<file path="src/rtl/utf8a_pkg.sv">
// shared types, constants and lookup functions of the utf-8 to ascii transliterator
package utf8a_pkg;

    localparam int unsigned FIFO_DEPTH_DEF = 4;
    localparam int unsigned CP_W = 21;

    localparam logic [CP_W-1:0] REPLACEMENT_CP = 21'h00FFFD;
    localparam logic [CP_W-1:0] FIRST_PRINTABLE = 21'h000020;
    localparam logic [CP_W-1:0] FIRST_NON_ASCII = 21'h000080;
    localparam logic [CP_W-1:0] HEX4_MAX = 21'h00FFFF;
    localparam logic [CP_W-1:0] HEX5_MAX = 21'h0FFFFF;

    localparam logic [6:0] CHAR_OPEN = 7'h3C;
    localparam logic [6:0] CHAR_CLOSE = 7'h3E;

    // one converted codepoint waiting for expansion
    typedef struct packed {
        logic [CP_W-1:0] cp;
        logic            last;
    } job_t;

    typedef enum logic [1:0] {
        KIND_MARK,
        KIND_ASCII,
        KIND_MAP,
        KIND_HEX
    } kind_t;

    typedef struct packed {
        logic       hit;
        logic [1:0] len;
        logic [6:0] c0;
        logic [6:0] c1;
        logic [6:0] c2;
    } map_t;

    function automatic map_t map_ent(input logic [1:0] len, input logic [7:0] a,
                                     input logic [7:0] b, input logic [7:0] c);
        map_t m;
        m.hit = 1'b1;
        m.len = len;
        m.c0 = a[6:0];
        m.c1 = b[6:0];
        m.c2 = c[6:0];
        return m;
    endfunction

    function automatic map_t map_lookup(input logic [CP_W-1:0] cp);
        map_t m;
        m = '0;
        unique case (cp) inside
            [21'h0C0:21'h0C5]:                      m = map_ent(2'd1, "A", 8'h00, 8'h00);
            [21'h0E0:21'h0E5]:                      m = map_ent(2'd1, "a", 8'h00, 8'h00);
            21'h0C6:                                m = map_ent(2'd2, "A", "E", 8'h00);
            21'h0E6:                                m = map_ent(2'd2, "a", "e", 8'h00);
            21'h0C7:                                m = map_ent(2'd1, "C", 8'h00, 8'h00);
            21'h0E7:                                m = map_ent(2'd1, "c", 8'h00, 8'h00);
            [21'h0C8:21'h0CB]:                      m = map_ent(2'd1, "E", 8'h00, 8'h00);
            [21'h0E8:21'h0EB]:                      m = map_ent(2'd1, "e", 8'h00, 8'h00);
            [21'h0CC:21'h0CF]:                      m = map_ent(2'd1, "I", 8'h00, 8'h00);
            [21'h0EC:21'h0EF]:                      m = map_ent(2'd1, "i", 8'h00, 8'h00);
            21'h0D0:                                m = map_ent(2'd1, "D", 8'h00, 8'h00);
            21'h0F0:                                m = map_ent(2'd1, "d", 8'h00, 8'h00);
            21'h0D1:                                m = map_ent(2'd1, "N", 8'h00, 8'h00);
            21'h0F1:                                m = map_ent(2'd1, "n", 8'h00, 8'h00);
            [21'h0D2:21'h0D6], 21'h0D8:             m = map_ent(2'd1, "O", 8'h00, 8'h00);
            [21'h0F2:21'h0F6], 21'h0F8:             m = map_ent(2'd1, "o", 8'h00, 8'h00);
            [21'h0D9:21'h0DC]:                      m = map_ent(2'd1, "U", 8'h00, 8'h00);
            [21'h0F9:21'h0FC]:                      m = map_ent(2'd1, "u", 8'h00, 8'h00);
            21'h0DD:                                m = map_ent(2'd1, "Y", 8'h00, 8'h00);
            21'h0FD, 21'h0FF:                       m = map_ent(2'd1, "y", 8'h00, 8'h00);
            21'h0DE:                                m = map_ent(2'd2, "T", "h", 8'h00);
            21'h0FE:                                m = map_ent(2'd2, "t", "h", 8'h00);
            21'h0DF:                                m = map_ent(2'd2, "s", "s", 8'h00);
            21'h141:                                m = map_ent(2'd1, "L", 8'h00, 8'h00);
            21'h142:                                m = map_ent(2'd1, "l", 8'h00, 8'h00);
            21'h152:                                m = map_ent(2'd2, "O", "E", 8'h00);
            21'h153:                                m = map_ent(2'd2, "o", "e", 8'h00);
            21'h160:                                m = map_ent(2'd1, "S", 8'h00, 8'h00);
            21'h161:                                m = map_ent(2'd1, "s", 8'h00, 8'h00);
            21'h17D:                                m = map_ent(2'd1, "Z", 8'h00, 8'h00);
            21'h17E:                                m = map_ent(2'd1, "z", 8'h00, 8'h00);
            21'h2018, 21'h2019:                     m = map_ent(2'd1, "'", 8'h00, 8'h00);
            21'h201C, 21'h201D:                     m = map_ent(2'd1, "-", 8'h00, 8'h00);
            21'h2013, 21'h0B7, 21'h2022:            m = map_ent(2'd1, "-", 8'h00, 8'h00);
            21'h2014:                               m = map_ent(2'd2, "-", "-", 8'h00);
            21'h2026:                               m = map_ent(2'd3, ".", ".", ".");
            21'h0A9:                                m = map_ent(2'd3, "(", "c", ")");
            21'h0AE:                                m = map_ent(2'd3, "(", "R", ")");
            21'h2122:                               m = map_ent(2'd2, "T", "M", 8'h00);
            21'h0D7:                                m = map_ent(2'd1, "x", 8'h00, 8'h00);
            21'h266A, 21'h266B:                     m = map_ent(2'd1, "~", 8'h00, 8'h00);
            default:                                m = '0;
        endcase
        return m;
    endfunction

    function automatic logic [6:0] hex_char(input logic [3:0] nib);
        logic [6:0] c;
        if (nib < 4'd10) begin
            c = 7'h30 + {3'b000, nib};
        end else begin
            c = 7'h37 + {3'b000, nib};
        end
        return c;
    endfunction

endpackage

</file>
<file path="src/rtl/utf8a_front.sv">
// front end: accepts bytes, assembles codepoints and queues them for expansion
module utf8a_front (
    input  logic              aclk,
    input  logic              aresetn,
    input  logic              s_tvalid,
    output logic              s_tready,
    input  logic [7:0]        s_tdata,   // [7:0] in_byte
    input  logic              s_tlast,   // text_last
    input  logic              q_full,
    output logic              q_push,
    output utf8a_pkg::job_t   q_job
);
    import utf8a_pkg::*;

    logic [CP_W-1:0] accum_reg, accum_next;
    logic [1:0]      pend_reg, pend_next;
    logic            accept;
    logic            done;
    logic [CP_W-1:0] cp;

    assign s_tready = !q_full;
    assign accept = s_tvalid && !q_full;

    always_comb begin
        accum_next = accum_reg;
        pend_next = pend_reg;
        done = 1'b0;
        cp = '0;
        if (accept) begin
            if (pend_reg == 2'd0) begin
                if (!s_tdata[7]) begin
                    cp = {13'b0, s_tdata};
                    done = 1'b1;
                end else if (s_tdata[7:5] == 3'b110) begin
                    accum_next = {16'b0, s_tdata[4:0]};
                    pend_next = 2'd1;
                end else if (s_tdata[7:4] == 4'b1110) begin
                    accum_next = {17'b0, s_tdata[3:0]};
                    pend_next = 2'd2;
                end else if (s_tdata[7:3] == 5'b11110) begin
                    accum_next = {18'b0, s_tdata[2:0]};
                    pend_next = 2'd3;
                end else begin
                    cp = REPLACEMENT_CP;
                    done = 1'b1;
                end
            end else begin
                // continuation bytes are not checked, only their payload is kept
                accum_next = {accum_reg[CP_W-7:0], s_tdata[5:0]};
                pend_next = pend_reg - 2'd1;
                if (pend_reg == 2'd1) begin
                    cp = accum_next;
                    done = 1'b1;
                end
            end
            // truncated text: flush the partial value as it stands
            if (!done && s_tlast) begin
                cp = accum_next;
            end
            if (s_tlast) begin
                accum_next = '0;
                pend_next = 2'd0;
            end
        end
    end

    // control codes vanish unless they carry the end of text
    assign q_push = accept && (done || s_tlast) && (s_tlast || cp >= FIRST_PRINTABLE);
    assign q_job.cp = cp;
    assign q_job.last = s_tlast;

    always_ff @(posedge aclk) begin
        if (!aresetn) begin
            accum_reg <= '0;
            pend_reg <= 2'd0;
        end else begin
            accum_reg <= accum_next;
            pend_reg <= pend_next;
        end
    end

endmodule

</file>
<file path="src/rtl/utf8a_fifo.sv">
// short queue of codepoint jobs between front and back end
module utf8a_fifo #(
    parameter int unsigned DEPTH = utf8a_pkg::FIFO_DEPTH_DEF
) (
    input  logic              aclk,
    input  logic              aresetn,
    input  logic              push,
    input  utf8a_pkg::job_t   push_job,
    output logic              full,
    input  logic              pop,
    output logic              head_valid,
    output utf8a_pkg::job_t   head_job
);
    import utf8a_pkg::*;

    localparam int unsigned AW = (DEPTH > 1) ? $clog2(DEPTH) : 1;
    localparam int unsigned CW = $clog2(DEPTH + 1);

    job_t          mem [DEPTH];
    logic [AW-1:0] wptr_reg, wptr_next;
    logic [AW-1:0] rptr_reg, rptr_next;
    logic [CW-1:0] count_reg, count_next;
    logic          do_push, do_pop;

    assign full = (count_reg == CW'(DEPTH));
    assign head_valid = (count_reg != '0);
    assign head_job = mem[rptr_reg];
    assign do_push = push && !full;
    assign do_pop = pop && head_valid;

    always_comb begin
        wptr_next = wptr_reg;
        rptr_next = rptr_reg;
        count_next = count_reg;
        if (do_push) begin
            wptr_next = (wptr_reg == AW'(DEPTH - 1)) ? '0 : wptr_reg + AW'(1);
        end
        if (do_pop) begin
            rptr_next = (rptr_reg == AW'(DEPTH - 1)) ? '0 : rptr_reg + AW'(1);
        end
        if (do_push && !do_pop) begin
            count_next = count_reg + CW'(1);
        end else if (do_pop && !do_push) begin
            count_next = count_reg - CW'(1);
        end
    end

    always_ff @(posedge aclk) begin
        if (do_push) begin
            mem[wptr_reg] <= push_job;
        end
    end

    always_ff @(posedge aclk) begin
        if (!aresetn) begin
            wptr_reg <= '0;
            rptr_reg <= '0;
            count_reg <= '0;
        end else begin
            wptr_reg <= wptr_next;
            rptr_reg <= rptr_next;
            count_reg <= count_next;
        end
    end

endmodule

</file>
<file path="src/rtl/utf8a_back.sv">
// back end: expands the queued codepoint into characters, one per cycle while m_tready is high
module utf8a_back (
    input  logic              aclk,
    input  logic              aresetn,
    input  logic              head_valid,
    input  utf8a_pkg::job_t   head_job,
    output logic              pop,
    output logic              m_tvalid,
    input  logic              m_tready,
    output logic [7:0]        m_tdata,   // [6:0] out_char, [7] run_last
    output logic              m_tuser,   // char_valid
    output logic              m_tlast    // text_end
);
    import utf8a_pkg::*;

    logic [2:0]  idx_reg, idx_next;
    logic        vld_reg, vld_next;
    logic [6:0]  char_reg;
    logic        cvalid_reg, run_reg, end_reg;

    kind_t       kind;
    map_t        ment;
    logic [2:0]  digits;
    logic [2:0]  n_chars;
    logic [2:0]  nib_sel;
    logic [23:0] cp_wide;
    logic [3:0]  nib;
    logic [6:0]  ch;
    logic        final_char;
    logic        load;

    always_comb begin
        ment = map_lookup(head_job.cp);
        if (head_job.cp < FIRST_PRINTABLE) begin
            kind = KIND_MARK;
        end else if (head_job.cp < FIRST_NON_ASCII) begin
            kind = KIND_ASCII;
        end else if (ment.hit) begin
            kind = KIND_MAP;
        end else begin
            kind = KIND_HEX;
        end
    end

    always_comb begin
        if (head_job.cp <= HEX4_MAX) begin
            digits = 3'd4;
        end else if (head_job.cp <= HEX5_MAX) begin
            digits = 3'd5;
        end else begin
            digits = 3'd6;
        end
        cp_wide = {3'b000, head_job.cp};
        nib_sel = digits - idx_reg;
        nib = cp_wide[{nib_sel, 2'b00} +: 4];
    end

    always_comb begin
        n_chars = 3'd1;
        ch = '0;
        unique case (kind)
            KIND_MARK: begin
                n_chars = 3'd1;
                ch = '0;
            end
            KIND_ASCII: begin
                n_chars = 3'd1;
                ch = head_job.cp[6:0];
            end
            KIND_MAP: begin
                n_chars = {1'b0, ment.len};
                ch = (idx_reg == 3'd0) ? ment.c0 : (idx_reg == 3'd1) ? ment.c1 : ment.c2;
            end
            KIND_HEX: begin
                // six-digit codepoints have no closing bracket
                n_chars = (digits == 3'd6) ? 3'd7 : digits + 3'd2;
                if (idx_reg == 3'd0) begin
                    ch = CHAR_OPEN;
                end else if (idx_reg <= digits) begin
                    ch = hex_char(nib);
                end else begin
                    ch = CHAR_CLOSE;
                end
            end
            default: begin
                n_chars = 3'd1;
                ch = '0;
            end
        endcase
        final_char = (idx_reg == n_chars - 3'd1);
    end

    assign load = head_valid && (!vld_reg || m_tready);
    assign pop = load && final_char;

    always_comb begin
        idx_next = idx_reg;
        vld_next = vld_reg;
        if (load) begin
            vld_next = 1'b1;
            idx_next = final_char ? 3'd0 : idx_reg + 3'd1;
        end else if (m_tready) begin
            vld_next = 1'b0;
        end
    end

    always_ff @(posedge aclk) begin
        if (!aresetn) begin
            idx_reg <= 3'd0;
            vld_reg <= 1'b0;
        end else begin
            idx_reg <= idx_next;
            vld_reg <= vld_next;
        end
    end

    always_ff @(posedge aclk) begin
        if (load) begin
            char_reg <= ch;
            cvalid_reg <= (kind != KIND_MARK);
            run_reg <= final_char;
            end_reg <= final_char && head_job.last;
        end
    end

    assign m_tvalid = vld_reg;
    assign m_tdata = {run_reg, char_reg};
    assign m_tuser = cvalid_reg;
    assign m_tlast = end_reg;

endmodule

</file>
<file path="src/rtl/utf8_ascii_transliterator.sv">
// utf-8 to ascii transliterator top level
// path: a byte's first character is held in the job queue, then the output register
// throughput: one byte per cycle while each gives at most one character and m_tready
// is high; a codepoint of n characters holds the output register until all are out,
// the job queue between front and back end absorbs the difference
// reset: synchronous active-low aresetn clears decoder state, queue and output valid
module utf8_ascii_transliterator #(
    parameter int unsigned FIFO_DEPTH = utf8a_pkg::FIFO_DEPTH_DEF
) (
    input  logic       aclk,
    input  logic       aresetn,
    input  logic       s_tvalid,
    output logic       s_tready,
    input  logic [7:0] s_tdata,   // [7:0] in_byte
    input  logic       s_tlast,   // text_last
    output logic       m_tvalid,
    input  logic       m_tready,
    output logic [7:0] m_tdata,   // [6:0] out_char, [7] run_last
    output logic       m_tuser,   // char_valid
    output logic       m_tlast    // text_end
);
    import utf8a_pkg::*;

    logic q_full, q_push, q_pop, q_valid;
    job_t q_in, q_head;

    utf8a_front u_front (
        .aclk     (aclk),
        .aresetn  (aresetn),
        .s_tvalid (s_tvalid),
        .s_tready (s_tready),
        .s_tdata  (s_tdata),
        .s_tlast  (s_tlast),
        .q_full   (q_full),
        .q_push   (q_push),
        .q_job    (q_in)
    );

    utf8a_fifo #(
        .DEPTH (FIFO_DEPTH)
    ) u_fifo (
        .aclk       (aclk),
        .aresetn    (aresetn),
        .push       (q_push),
        .push_job   (q_in),
        .full       (q_full),
        .pop        (q_pop),
        .head_valid (q_valid),
        .head_job   (q_head)
    );

    utf8a_back u_back (
        .aclk       (aclk),
        .aresetn    (aresetn),
        .head_valid (q_valid),
        .head_job   (q_head),
        .pop        (q_pop),
        .m_tvalid   (m_tvalid),
        .m_tready   (m_tready),
        .m_tdata    (m_tdata),
        .m_tuser    (m_tuser),
        .m_tlast    (m_tlast)
    );

endmodule

</file>
<file path="config.mk">
export PLATFORM = sky130hd
export DESIGN_NAME = utf8_ascii_transliterator
export DESIGN_NICKNAME = d
export VERILOG_FILES = /design/src/rtl/utf8a_pkg.sv /design/src/rtl/utf8a_front.sv /design/src/rtl/utf8a_fifo.sv /design/src/rtl/utf8a_back.sv /design/src/rtl/utf8_ascii_transliterator.sv
export SDC_FILE = /design/constraint.sdc
export NUM_CORES = 1
export LEC_CHECK = 0
export ABC_AREA = 1
export BUFFER_PORTS_ARGS = -buffer_cell sky130_fd_sc_hd__buf_2
export CORE_MARGIN = 3
export CORE_UTILIZATION = 40
export DETAILED_ROUTE_END_ITERATION = 12
export SKIP_CTS_REPAIR_TIMING = 1
export SYNTH_ARGS = -nofsm -noshare
export SYNTH_HDL_FRONTEND = slang
export SYNTH_HIERARCHICAL = 1
export SYNTH_SLANG_ARGS = --single-unit
</file>
<file path="constraint.sdc">
create_clock -name aclk -period 3.9 [get_ports aclk]
set_input_delay 0.585 -clock aclk [delete_from_list [all_inputs] [get_ports aclk]]
set_output_delay 0.585 -clock aclk [all_outputs]
set_load 0.01 [all_outputs]
</file>
## Word level (Yosys, flattened, before mapping)

Memories as Yosys holds them, arrays and structs flattened. A register that Yosys moved wholly into a read port is not among the register bits.
Index checks and enable logic that the tools add are counted.

| storage, ports and cells | value |
|---|---|
| memories | 1 |
| output and inout port bits | 12 |
| word-level logic and storage cells | 202 |
| RAM bits | 88 |
| register bits after elaboration | 44 |

| cells by class | value |
|---|---|
| reductions and logical operators | 44 |
| eq/ne operators | 54 |
| shifts and indexed selects | 1 |
| $lt $le $gt $ge | 27 |
| mux-type cells | 53 |
| $add $sub $neg | 11 |

Memories:

| memory | depth | width | read ports | clocked after memory_dff | write ports | line | RTL |
|---|---|---|---|---|---|---|---|
| u_fifo.mem | 4 | 22 | 1 | 1 | 1 | utf8a_fifo.sv:19 | `job_t mem [DEPTH];` |

Operator list:

| cell | number |
|---|---|
| $pmux W24 S40 | 1 |
| $eq A21 B8 Y1 const B | 20 |
| $mux W21 | 13 |
| $eq A21 B14 Y1 const B | 11 |
| $ge A21 B8 Y1 const B | 10 |
| $le A21 B8 Y1 const B | 10 |
| $eq A21 B9 Y1 const B | 8 |
| $mux W7 | 5 |
| $pmux W7 S4 | 1 |
| $mux W2 | 13 |
| $shiftx A24 B6 Y4 | 1 |
| $ge A21 B6 Y1 const B | 1 |
| $le A21 B16 Y1 const B | 1 |
| $le A21 B20 Y1 const B | 1 |
| $logic_and A1 B1 Y1 | 21 |
| $lt A21 B6 Y1 const B | 1 |
| $lt A21 B8 Y1 const B | 1 |
| $mux W16 | 1 |
| $mux W3 | 5 |
| $add A6 B4 Y7 const A | 2 |
| $mux W1 | 13 |
| $reduce_or A2 Y1 | 6 |
| $eq A3 B3 Y1 const B | 3 |
| $pmux W3 S3 | 1 |
| other kinds (24) | 40 |

## Logic depth before layout (Yosys ltp)

Gate-level depths: netlist (run 1).

| depth | value |
|---|---|
| depth after elaboration | 19 |
| mapped depth | 39 |
| mapped depth without buffers | 37 |

## Modules after synthesis

The synthesis (run 1) kept the hierarchy.

By module, submodules not included:

| module | seq. area each (sq um) | cells each | times used | area an instance (sq um) |
|---|---|---|---|---|
| utf8a_fifo | 2822.7 | 284 | 1 | 3798.6 |
| utf8a_back | 380.4 | 565 | 1 | 3196.8 |
| utf8a_front | 460.4 | 343 | 1 | 1950.6 |

## Least setup slack after synthesis (run 1)

No wires, ideal clock.

| path | value |
|---|---|
| path kind | register -> register |
| from | register with a tool-made name |
| to | register u_fifo.count_reg[1] |
| arrival time | 4113 ps |
| stages on the path, launching flop included | 32 |
| path buffers | 2 |
| path slack | -328 ps |
| required time | 3784 ps |
| library setup time | 116 ps |
| cells stage by stage | dfxtp_1 buf_6 inv_8 buf_6 nor2_1 o22ai_1 nand4_1 nor2_2 nand3_1 nand2_1 nand2_1 nand2_2 nand2_1 a221oi_1 o21ai_0 nor2_1 nand4_1 o21ai_0 nand2_1 inv_1 ha_1 xor2_1 inv_1 a21oi_1 nand3_1 inv_1 nand2_2 ha_1 inv_1 fa_1 o21ai_0 nor2_1 |

RTL lines:

| what | line | RTL |
|---|---|---|
| end signal, assigned | utf8a_fifo.sv:62 | `count_reg <= count_next;` |
| end, declared | utf8a_fifo.sv:22 | `logic [CW-1:0] count_reg, count_next;` |

==> results.py, run 1 <==
metrics = {
    "timing": {
        "slew_headroom": 0.4674,
        "slew_violations": 0,
        "timing.final.crit_period_ns": 4.527,
        "finalSetupViolCount": 11,
        "final.period_utilization": 1.161,
        "grt_setup_unrepaired": "yes",
        "fmax_ghz": 0.2209,
        "setup_ws_ns": -0.6273,
        "finalHoldViolCount": 0,
        "fin_skew_ns": 0.008001,
        "finalSetupTns_ns": -2.815,
        "worst_pin_slew_ns": 0.7981,
    },
    "setup_path": {
        "end_kind": "flop",
        "cp.required_ns": 4.21,
        "critPathMaxStageDelay_ns": 0.43,
        "r2r_setup_slack_ns": -0.63,
        "crit_path_frequent_cell": "o21ai_1",
        "path_class": "flop to flop",
        "worstPathArrival_ns": 4.83,
        "start_kind": "flop",
        "cp_max_fo": 20,
        "cpMaxStageDelayCell": "dfxtp_4",
    },
    "floorplan": {
        "die-area_um2": 24200,
        "row_count": 54,
        "pin_count": 25,
        "core_area_um2": 21890,
        "start_util": 0.4087,
        "die_x_um": 155.6,
        "die_h_um": 155.6,
    },
    "final_layout": {
        "instances_no_fill": 1733,
        "n_antenna_cell": 0,
        "syn_to_final_growth_pct": 36.04,
        "layout-drive-gt1-share": 0.3379,
        "largest_register_ffs": 88,
        "nets": 1468,
    },
    "routing": {
        "viasPerCell": 5.154,
        "avgRoutedWirePerCell_um": 16.19,
        "wl_um": 28060,
        "firstDrtPassIters": 5,
        "drt_iter0_drc": 575,
        "vias": 8932,
        "antenna_left": 0,
        "drc": 0,
    },
    "hold_path": {
        "hold_path.class": "primary input to flop",
    },
    "clocking": {
        "cts_sinks": 134,
        "worstSkewPairLatency_ns": 0.41,
        "clockRootBuffer": "clkbuf_16",
        "htreeDepth": 4,
        "clock_path_buffers": 2,
        "cts_made_buffers": 17,
        "cts_tree": "built",
        "clk_pin_slew_ns": 0.05,
    },
    "power": {
        "p_leak_uw": 0.005289,
        "power_density_nw_per_um2": 483.6,
        "irDropWorstVdd_v": 0.0003489,
    },
    "yosys": {
        "synth-edff-count": 98,
        "synth_seq_area_share": 0.4095,
        "synth_cell_types": 59,
        "yosysWarningCount": 6,
        "ys_async_sr_fraction": 0,
        "synthCells": 1192,
        "ys_ff_latch": 134,
        "syn-cell-area_um2": 8946,
        "ys.flop_type": "edfxtp_1",
        "syn_avg_cell_area_um2": 7.505,
        "synthesis.nets": 1220,
    },
    "global_routing": {
        "grt_util_all_layers": 0.2266,
        "grt_pass1_vias": 8415,
        "grt-ovfl-total": 0,
        "antenna_found_initial": 0,
        "grt_pass1_wl_um": 43460,
        "grt_max_degree": 41,
    },
    "placement": {
        "dpl.hpwl_um": 21240,
        "dp_cells": 1684,
        "gp_congestion": 0.9493,
        "portBuffers": 24,
    },
    "flow_run": {
        "timing.max_cap.violations": 0,
    },
    "outcome": {
        "outcome": "finished with violations",
        "failed_checks": "negative setup slack",
    },
}
## critical path: cells and delay by family, from the launching register on
| family | cells | cell delay (ns) |
|---|---|---|
| compound gates | 8 | 1.38 |
| simple gates | 11 | 1.16 |
| fa+ha+maj | 3 | 0.72 |
| buf+inv | 6 | 0.57 |
| flops | 1 | 0.43 |
| xor+xnor | 1 | 0.16 |
## layout make-up
cell class,instances,area [um2]
repair buffers,270,2071
clock buffers,17,425.4
multi-input cells,880,4956
flip-flops and latches,134,3669
repair inverters,3,57.56
clock inverters,15,115.1
well taps,280,350.3
inverters,134,526.8
fillers,2013,9721
## layer usage
layer  up-vias  global-route usage  wire length, um
met1      4162              0.2817            11630
met2       219              0.4000            14290
met4         0             0.08837             1060
met5         -                   0                0
li1       4490                   -                -
met3        61             0.03024             1078
## logic make-up after synthesis
family                     after synthesis  synth area share
AOI/OAI and AO/OA                      217            0.1393
buffers and inverters                  178           0.09483
DFF                                    134            0.4095
xor gates and xnor gates                 6          0.005874
adders and majority gates               15           0.02266
and+or+nand+nor                        642            0.3278
## cells in the mapped netlist, types with 2 or more instances
cell	instances	area, um2
nand2_1	268	1006
nor2_1	197	739.5
inv_1	116	435.4
edfxtp_1	98	2943
o21ai_0	79	395.4
nand3_1	65	325.3
a21oi_1	53	265.3
dfxtp_1	36	720.7
nand4_1	28	175.2
o22ai_1	26	162.7
o21ai_1	22	110.1
nand2_2	19	118.9
inv_2	14	52.55
nor2_2	14	87.58
ha_1	13	162.7
buf_2	12	60.06
buf_6	12	135.1
nor2_4	12	135.1
nor3_1	12	60.06
clkbuf_1	11	41.29
o211ai_1	11	82.58
a211oi_1	6	45.04
buf_4	6	45.04
nor4_1	5	31.28
or2_2	5	31.28
xor2_1	5	43.79
nand3b_1	3	22.52
o21ai_2	3	26.28
a21oi_2	2	17.52
a31oi_1	2	12.51
buf_12	2	40.04
fa_1	2	40.04
nand2_4	2	22.52
nand3_4	2	35.03
nand4_4	2	42.54
nor2_8	2	40.04
nor3b_1	2	15.01
o21bai_2	2	22.52
## final timing paths
| kind | from | endpoint | cells past startpoint |
|---|---|---|---|
| setup / recovery | flop | u_fifo/count_reg[1] | 29 |
| hold / removal | m_tready | u_back/m_tvalid | 4 |
| setup reg to reg | flop | u_fifo/count_reg[1] | 29 |
| hold reg to reg | u_front/accum_reg[16] | u_front/accum_reg[16] | 2 |
## per-stage QoR
stage          worst slack [ns]  cell area, um2  power, uW  hold WS [ns]    util
4_1_cts                 -0.8824           11550       5730        0.4270  0.5274
2_1_floorplan           -0.1539            9037       3271        0.4453       -
3_3_place_gp            -0.8326           11010       4259        0.4525  0.5027
5_1_grt                 -0.9000           12170       6268        0.4767  0.5560
6_report                -0.6273           12170       5885        0.4444  0.5560
3_5_place_dp            -0.8691           11010       4278        0.4555  0.5027
## power breakdown
part	total, uW	internal (uW)	switching (uW)
sequential	1920	1830	91.5
clock	1440	863	580
combinational	2520	1020	1500
## placed cells by master, fill, tap and decap left out, types with 17 or more instances in the layout
cell type,Yosys,final
a21oi_1,53,49
buf_2,12,25
buf_4,6,233
clkbuf_16,0,17
dfxtp_1,36,34
edfxtp_1,98,98
inv_1,116,110
inv_2,14,20
nand2_1,268,252
nand2_2,19,31
nand3_1,65,61
nand4_1,28,28
nor2_1,197,170
nor2_2,14,29
nor2_4,12,24
o21ai_0,79,54
o21ai_1,22,34
(Power assumes the default switching activity.)
==> inputs of run 2 (changes only) <==
--- a/config.mk
+++ b/config.mk
@@ -10,7 +10,8 @@
 export CORE_MARGIN = 3
 export CORE_UTILIZATION = 40
 export DETAILED_ROUTE_END_ITERATION = 12
-export SKIP_CTS_REPAIR_TIMING = 1
+export SETUP_SLACK_MARGIN = 0.4
+export SLEW_MARGIN = 5
 export SYNTH_ARGS = -nofsm -noshare
 export SYNTH_HDL_FRONTEND = slang
 export SYNTH_HIERARCHICAL = 1
==> results.py, run 2 (synthesis results as in run 1) <==
metrics = {
    "outcome": {
        "outcome": "finished with violations",
        "failed_checks": "negative setup slack",
    },
    "final_layout": {
        "mostFrequentLayoutCells": "254 x nand2_1, 227 x buf_4, 171 x nor2_1, 104 x inv_1, 98 x edfxtp_1",
        "n_antenna_cell": 0,
        "fillers": 1986,
        "fin_area_um2": 12660,
        "instances_no_fill": 1766,
        "layout_commonest_cell": "nand2_1",
        "nets": 1501,
        "syn_to_final_growth_pct": 41.52,
        "largest_register_ffs": 88,
        "layout-drive-gt1-share": 0.3614,
    },
    "setup_path": {
        "cpLargestDelayFamily": "simple AND/OR/NAND/NOR gates",
        "cp_max_fo": 8,
        "cpMaxStageDelayCell": "fa_2",
        "path_class": "flop to flop",
        "crit_cells": 30,
        "cp.required_ns": 4.21,
        "critPathMaxStageDelay_ns": 0.43,
        "end_kind": "flop",
        "ff2ff_path_depth": 30,
        "worstPathArrival_ns": 4.97,
        "critPathBufInv": 7,
        "start_kind": "flop",
    },
    "timing": {
        "fin_skew_ns": 0.01455,
        "grt_setup_unrepaired": "yes",
        "fmax_ghz": 0.2150,
        "finalSetupViolCount": 15,
        "worst_pin_slew_ns": 0.8015,
        "final.period_utilization": 1.193,
        "setup_ws_ns": -0.7510,
        "timing.final.crit_period_ns": 4.651,
        "finalHoldViolCount": 0,
        "slew_headroom": 0.4651,
        "slew_violations": 0,
    },
    "routing": {
        "wl_um": 29940,
        "antenna_left": 0,
        "routed.top_layer": "met4",
        "drt_iter0_drc": 633,
        "route.met2.wl_um": 14980,
        "viasPerCell": 5.229,
        "vias": 9234,
        "drc": 0,
        "firstDrtPassIters": 6,
        "avgRoutedWirePerCell_um": 16.95,
        "met3_length_um": 1274,
        "wirelength_met1_um": 12310,
    },
    "clocking": {
        "htreeDepth": 4,
        "cts_made_buffers": 17,
        "clock_path_buffers": 2,
        "cts_sinks": 134,
        "clockRootBuffer": "clkbuf_16",
        "cts_tree": "built",
        "clk_pin_slew_ns": 0.06,
        "worstSkewPairLatency_ns": 0.42,
        "hold_buffers": 0,
    },
    "floorplan": {
        "pin_count": 25,
        "die_x_um": 155.6,
        "core_area_um2": 21890,
        "row_count": 54,
        "die_h_um": 155.6,
        "die-area_um2": 24200,
        "start_util": 0.4087,
    },
    "global_routing": {
        "antenna_found_initial": 0,
        "grt_util_all_layers": 0.2472,
        "grt_pass1_vias": 9092,
        "grt_max_degree": 26,
        "grt_pass1_wl_um": 47300,
        "grt-ovfl-total": 0,
    },
    "placement": {
        "dp_cells": 1683,
        "gp_congestion": 1.017,
        "dpl.hpwl_um": 21620,
        "placed_area_um2": 11030,
        "dp_slack_ns": -0.7485,
        "portBuffers": 24,
    },
    "hold_path": {
        "hold_depth": 2,
        "hold_path.class": "flop to flop",
    },
    "power": {
        "power_density_nw_per_um2": 487.8,
        "irDropWorstVdd_v": 0.0003519,
        "p_leak_uw": 0.005567,
    },
    "flow_run": {
        "timing.max_cap.violations": 0,
    },
}
==> run 2: through the flow <==
step                      utilization  hold WS (ns)  TNS, ns  total power (uW)
final                          0.5784        0.4639   -6.947              6176
after global routing           0.5784        0.4714   -9.479              6532
after floorplan                     -        0.4453  -0.2287              3281
after detailed placement       0.5037        0.4573   -3.978              4324
after global placement         0.5037        0.4529   -3.209              4302
after CTS                      0.5613        0.4415   -4.473              6011
==> run 2: what timing repair did <==
item,4_1_cts,5_1_grt
setup endpoints to repair,19,107
pin swaps,29,38
resized for setup,91,98
setup buffers,36,12
cloned,3,0
==> run 2: power by group <==
group	switching [uW]	leakage, uW	internal (uW)	total, uW
clock network	608	0.000291	1000	1610
logic	1560	0.00407	1080	2640
registers	94.7	0.00120	1830	1920
==> run 2: routing by layer <==
metal,vias to the layer above,GRT usage
met5,-,0
met4,0,0.1213
met3,82,0.03107
met2,272,0.4367
met1,4315,0.2977
li1,4565,-
==> run 2: area by class of cell <==
class                   count  area (um2)  share of cell area
clock buffers              19       432.9             0.03419
repair inverters            1       11.26           0.0008894
repair buffers            305        2556              0.2019
well taps                 280       350.3             0.02767
clock inverters            13       157.7             0.01245
multi-input cells         880        4942              0.3904
flip-flops and latches    134        3669              0.2898
inverters                 134       541.8             0.04279
==> run 2: final timing paths <==
| path | startpoint | to | slack (ns) |
|---|---|---|---|
| setup / recovery | flop | u_fifo/count_reg[1] | -0.75 |
| setup reg to reg | flop | u_fifo/count_reg[1] | -0.75 |
| hold reg to reg | u_front/accum_reg[16] | u_front/accum_reg[16] | 0.46 |
| hold / removal | u_front/accum_reg[16] | u_front/accum_reg[16] | 0.46 |
==> run 2: worst register-to-register path, delay by kind of cell (launching register included) <==
kind / cells / cell delay [ns]
AND/OR/NAND/NOR: 15 / 2.04
buffers and inverters: 7 / 0.71
adder cells (fa/ha/maj): 3 / 0.70
AO/OA/AOI/OAI: 4 / 0.54
flip-flops: 1 / 0.37
XOR/XNOR: 1 / 0.18
==> inputs of run 3 (changes only) <==
--- a/config.mk
+++ b/config.mk
@@ -8,8 +8,10 @@
 export ABC_AREA = 1
 export BUFFER_PORTS_ARGS = -buffer_cell sky130_fd_sc_hd__buf_2
 export CORE_MARGIN = 3
-export CORE_UTILIZATION = 40
+export CORE_UTILIZATION = 59
+export CTS_BUF_LIST = sky130_fd_sc_hd__clkbuf_4
 export DETAILED_ROUTE_END_ITERATION = 12
+export PLACE_DENSITY = 0.8
 export SETUP_SLACK_MARGIN = 0.4
 export SLEW_MARGIN = 5
 export SYNTH_ARGS = -nofsm -noshare
==> results.py, run 3 (synthesis results as in run 1) <==
metrics = {
    "global_routing": {
        "grt-ovfl-total": 0,
        "antenna_found_initial": 1,
        "grt_pass1_wl_um": 50170,
        "grt_pass1_vias": 9789,
        "grt_max_degree": 41,
        "grt_util_all_layers": 0.3841,
    },
    "clocking": {
        "htreeDepth": 4,
        "cts_sinks": 134,
        "clock_path_buffers": 2,
        "cts_tree": "built",
        "clockRootBuffer": "clkbuf_4",
        "cts_made_buffers": 17,
        "clk_pin_slew_ns": 0.13,
        "hold_buffers": 0,
        "worstSkewPairLatency_ns": 0.53,
    },
    "timing": {
        "finalSetupTns_ns": -11.87,
        "grt_setup_unrepaired": "yes",
        "fmax_ghz": 0.2056,
        "finalSetupViolCount": 19,
        "slew_violations": 0,
        "holdWs_ns": 0.4167,
        "slew_headroom": 0.4557,
        "worst_pin_slew_ns": 0.8155,
        "fin_skew_ns": 0.02958,
        "timing.final.crit_period_ns": 4.863,
        "setup_ws_ns": -0.9633,
        "final.period_utilization": 1.247,
        "finalHoldViolCount": 0,
    },
    "routing": {
        "drt_iter0_drc": 1688,
        "antenna_left": 0,
        "avgRoutedWirePerCell_um": 21.42,
        "viasPerCell": 6.458,
        "wl_um": 35700,
        "vias": 10770,
        "drc": 0,
        "firstDrtPassIters": 8,
    },
    "final_layout": {
        "mostFrequentLayoutCells": "259 x buf_4, 249 x nand2_1, 162 x nor2_1, 106 x inv_1, 98 x edfxtp_1",
        "layout_commonest_cell": "buf_4",
        "layout-drive-gt1-share": 0.3731,
        "largest_register_ffs": 88,
        "syn_to_final_growth_pct": 37.09,
        "ff_latch_area_um2": 3670,
        "fillers": 808,
        "nets": 1497,
        "fin_area_um2": 12260,
        "multiInputGateArea_um2": 5130,
    },
    "floorplan": {
        "core_area_um2": 14700,
        "die_h_um": 129.1,
        "die_x_um": 129.1,
        "die-area_um2": 16680,
        "pin_count": 25,
        "row_count": 44,
        "start_util": 0.6086,
    },
    "setup_path": {
        "cpMaxStageDelayCell": "dfxtp_4",
        "end_kind": "flop",
        "cp.required_ns": 4.36,
        "path_class": "flop to flop",
        "cp_max_fo": 10,
        "critPathMaxStageDelay_ns": 0.41,
        "start_kind": "flop",
        "worstPathArrival_ns": 5.32,
        "r2r_setup_slack_ns": -0.96,
    },
    "power": {
        "irDropWorstVdd_v": 0.0004294,
        "power_density_nw_per_um2": 481.4,
        "p_leak_uw": 0.005408,
    },
    "placement": {
        "dpl.hpwl_um": 20100,
        "portBuffers": 24,
        "gp_congestion": 1.040,
        "placed_area_um2": 10750,
    },
    "hold_path": {
        "hold_path.class": "primary input to flop",
        "worstHoldStart": "aresetn",
    },
    "outcome": {
        "outcome": "finished with violations",
        "failed_checks": "negative setup slack",
    },
    "flow_run": {
        "timing.max_cap.violations": 0,
    },
}
[run 3: changes by cell type in the layout (fill, tap and decap cells not counted), sizes merged]
cell      change
clkinvlp      +2
nor2          +1
clkbuf        -2
buf           -6
nand3         +1
diode         +1
[run 3: metal layers]
metal	track usage	share of wire	up-vias
met4	0.2421	0.097	0
li1	-	-	4556
met1	0.4514	0.33	4825
met2	0.6500	0.46	1049
met3	0.06966	0.11	335
met5	0	0	-
[run 3: worst paths after layout]
kind                      endpoint  cells after the start
max            u_fifo/count_reg[2]                     35
min            u_fifo/count_reg[1]                      3
max reg2reg    u_fifo/count_reg[2]                     35
min reg2reg  u_front/accum_reg[17]                      2
[run 3: final cells by class]
type / instances / area share
diodes: 1 / 0.0002040
clock buffers: 17 / 0.01041
clock inverters: 15 / 0.01459
inverters: 134 / 0.04438
multi-input cells: 882 / 0.4183
flip-flops and latches: 134 / 0.2992
well taps: 184 / 0.01877
repair buffers: 299 / 0.1928
repair inverters: 1 / 0.001326
[run 3: power by group]
group	switching [uW]	total (uW)	internal (uW)	leakage, uW
Sequential	130	1960	1830	0.00120
Combinational	1800	2930	1120	0.00405
Clock	575	1020	447	0.000156
[run 3: stage by stage]
step,power (uW),cells,utilization,worst slack (ns)
floorplan,3281,1192,-,-0.1539
global placement,4220,1564,0.7311,-0.5682
detailed placement,4275,1564,0.7311,-0.7301
CTS,5443,1649,0.8081,-0.4965
global route,6117,1667,0.8344,-1.242
finish,5904,1667,0.8344,-0.9633
[run 3: what timing repair did]
item | 4_1_cts | 5_1_grt
pin swaps | 26 | 25
hold endpoints to repair | 0 | 0
setup endpoints to repair | 19 | 107
gates cloned | 4 | 1
gates resized for setup | 116 | 71
buffers inserted | 49 | 16
[run 3: worst max-delay path: cells and delay by family (launching register included)]
| family | cells | cell delay, ns |
|---|---|---|
| compound gates | 4 | 0.57 |
| simple gates | 18 | 2.36 |
| buf+inv | 9 | 0.75 |
| fa+ha+maj | 3 | 0.57 |
| xor+xnor | 1 | 0.13 |
| flops | 1 | 0.41 |
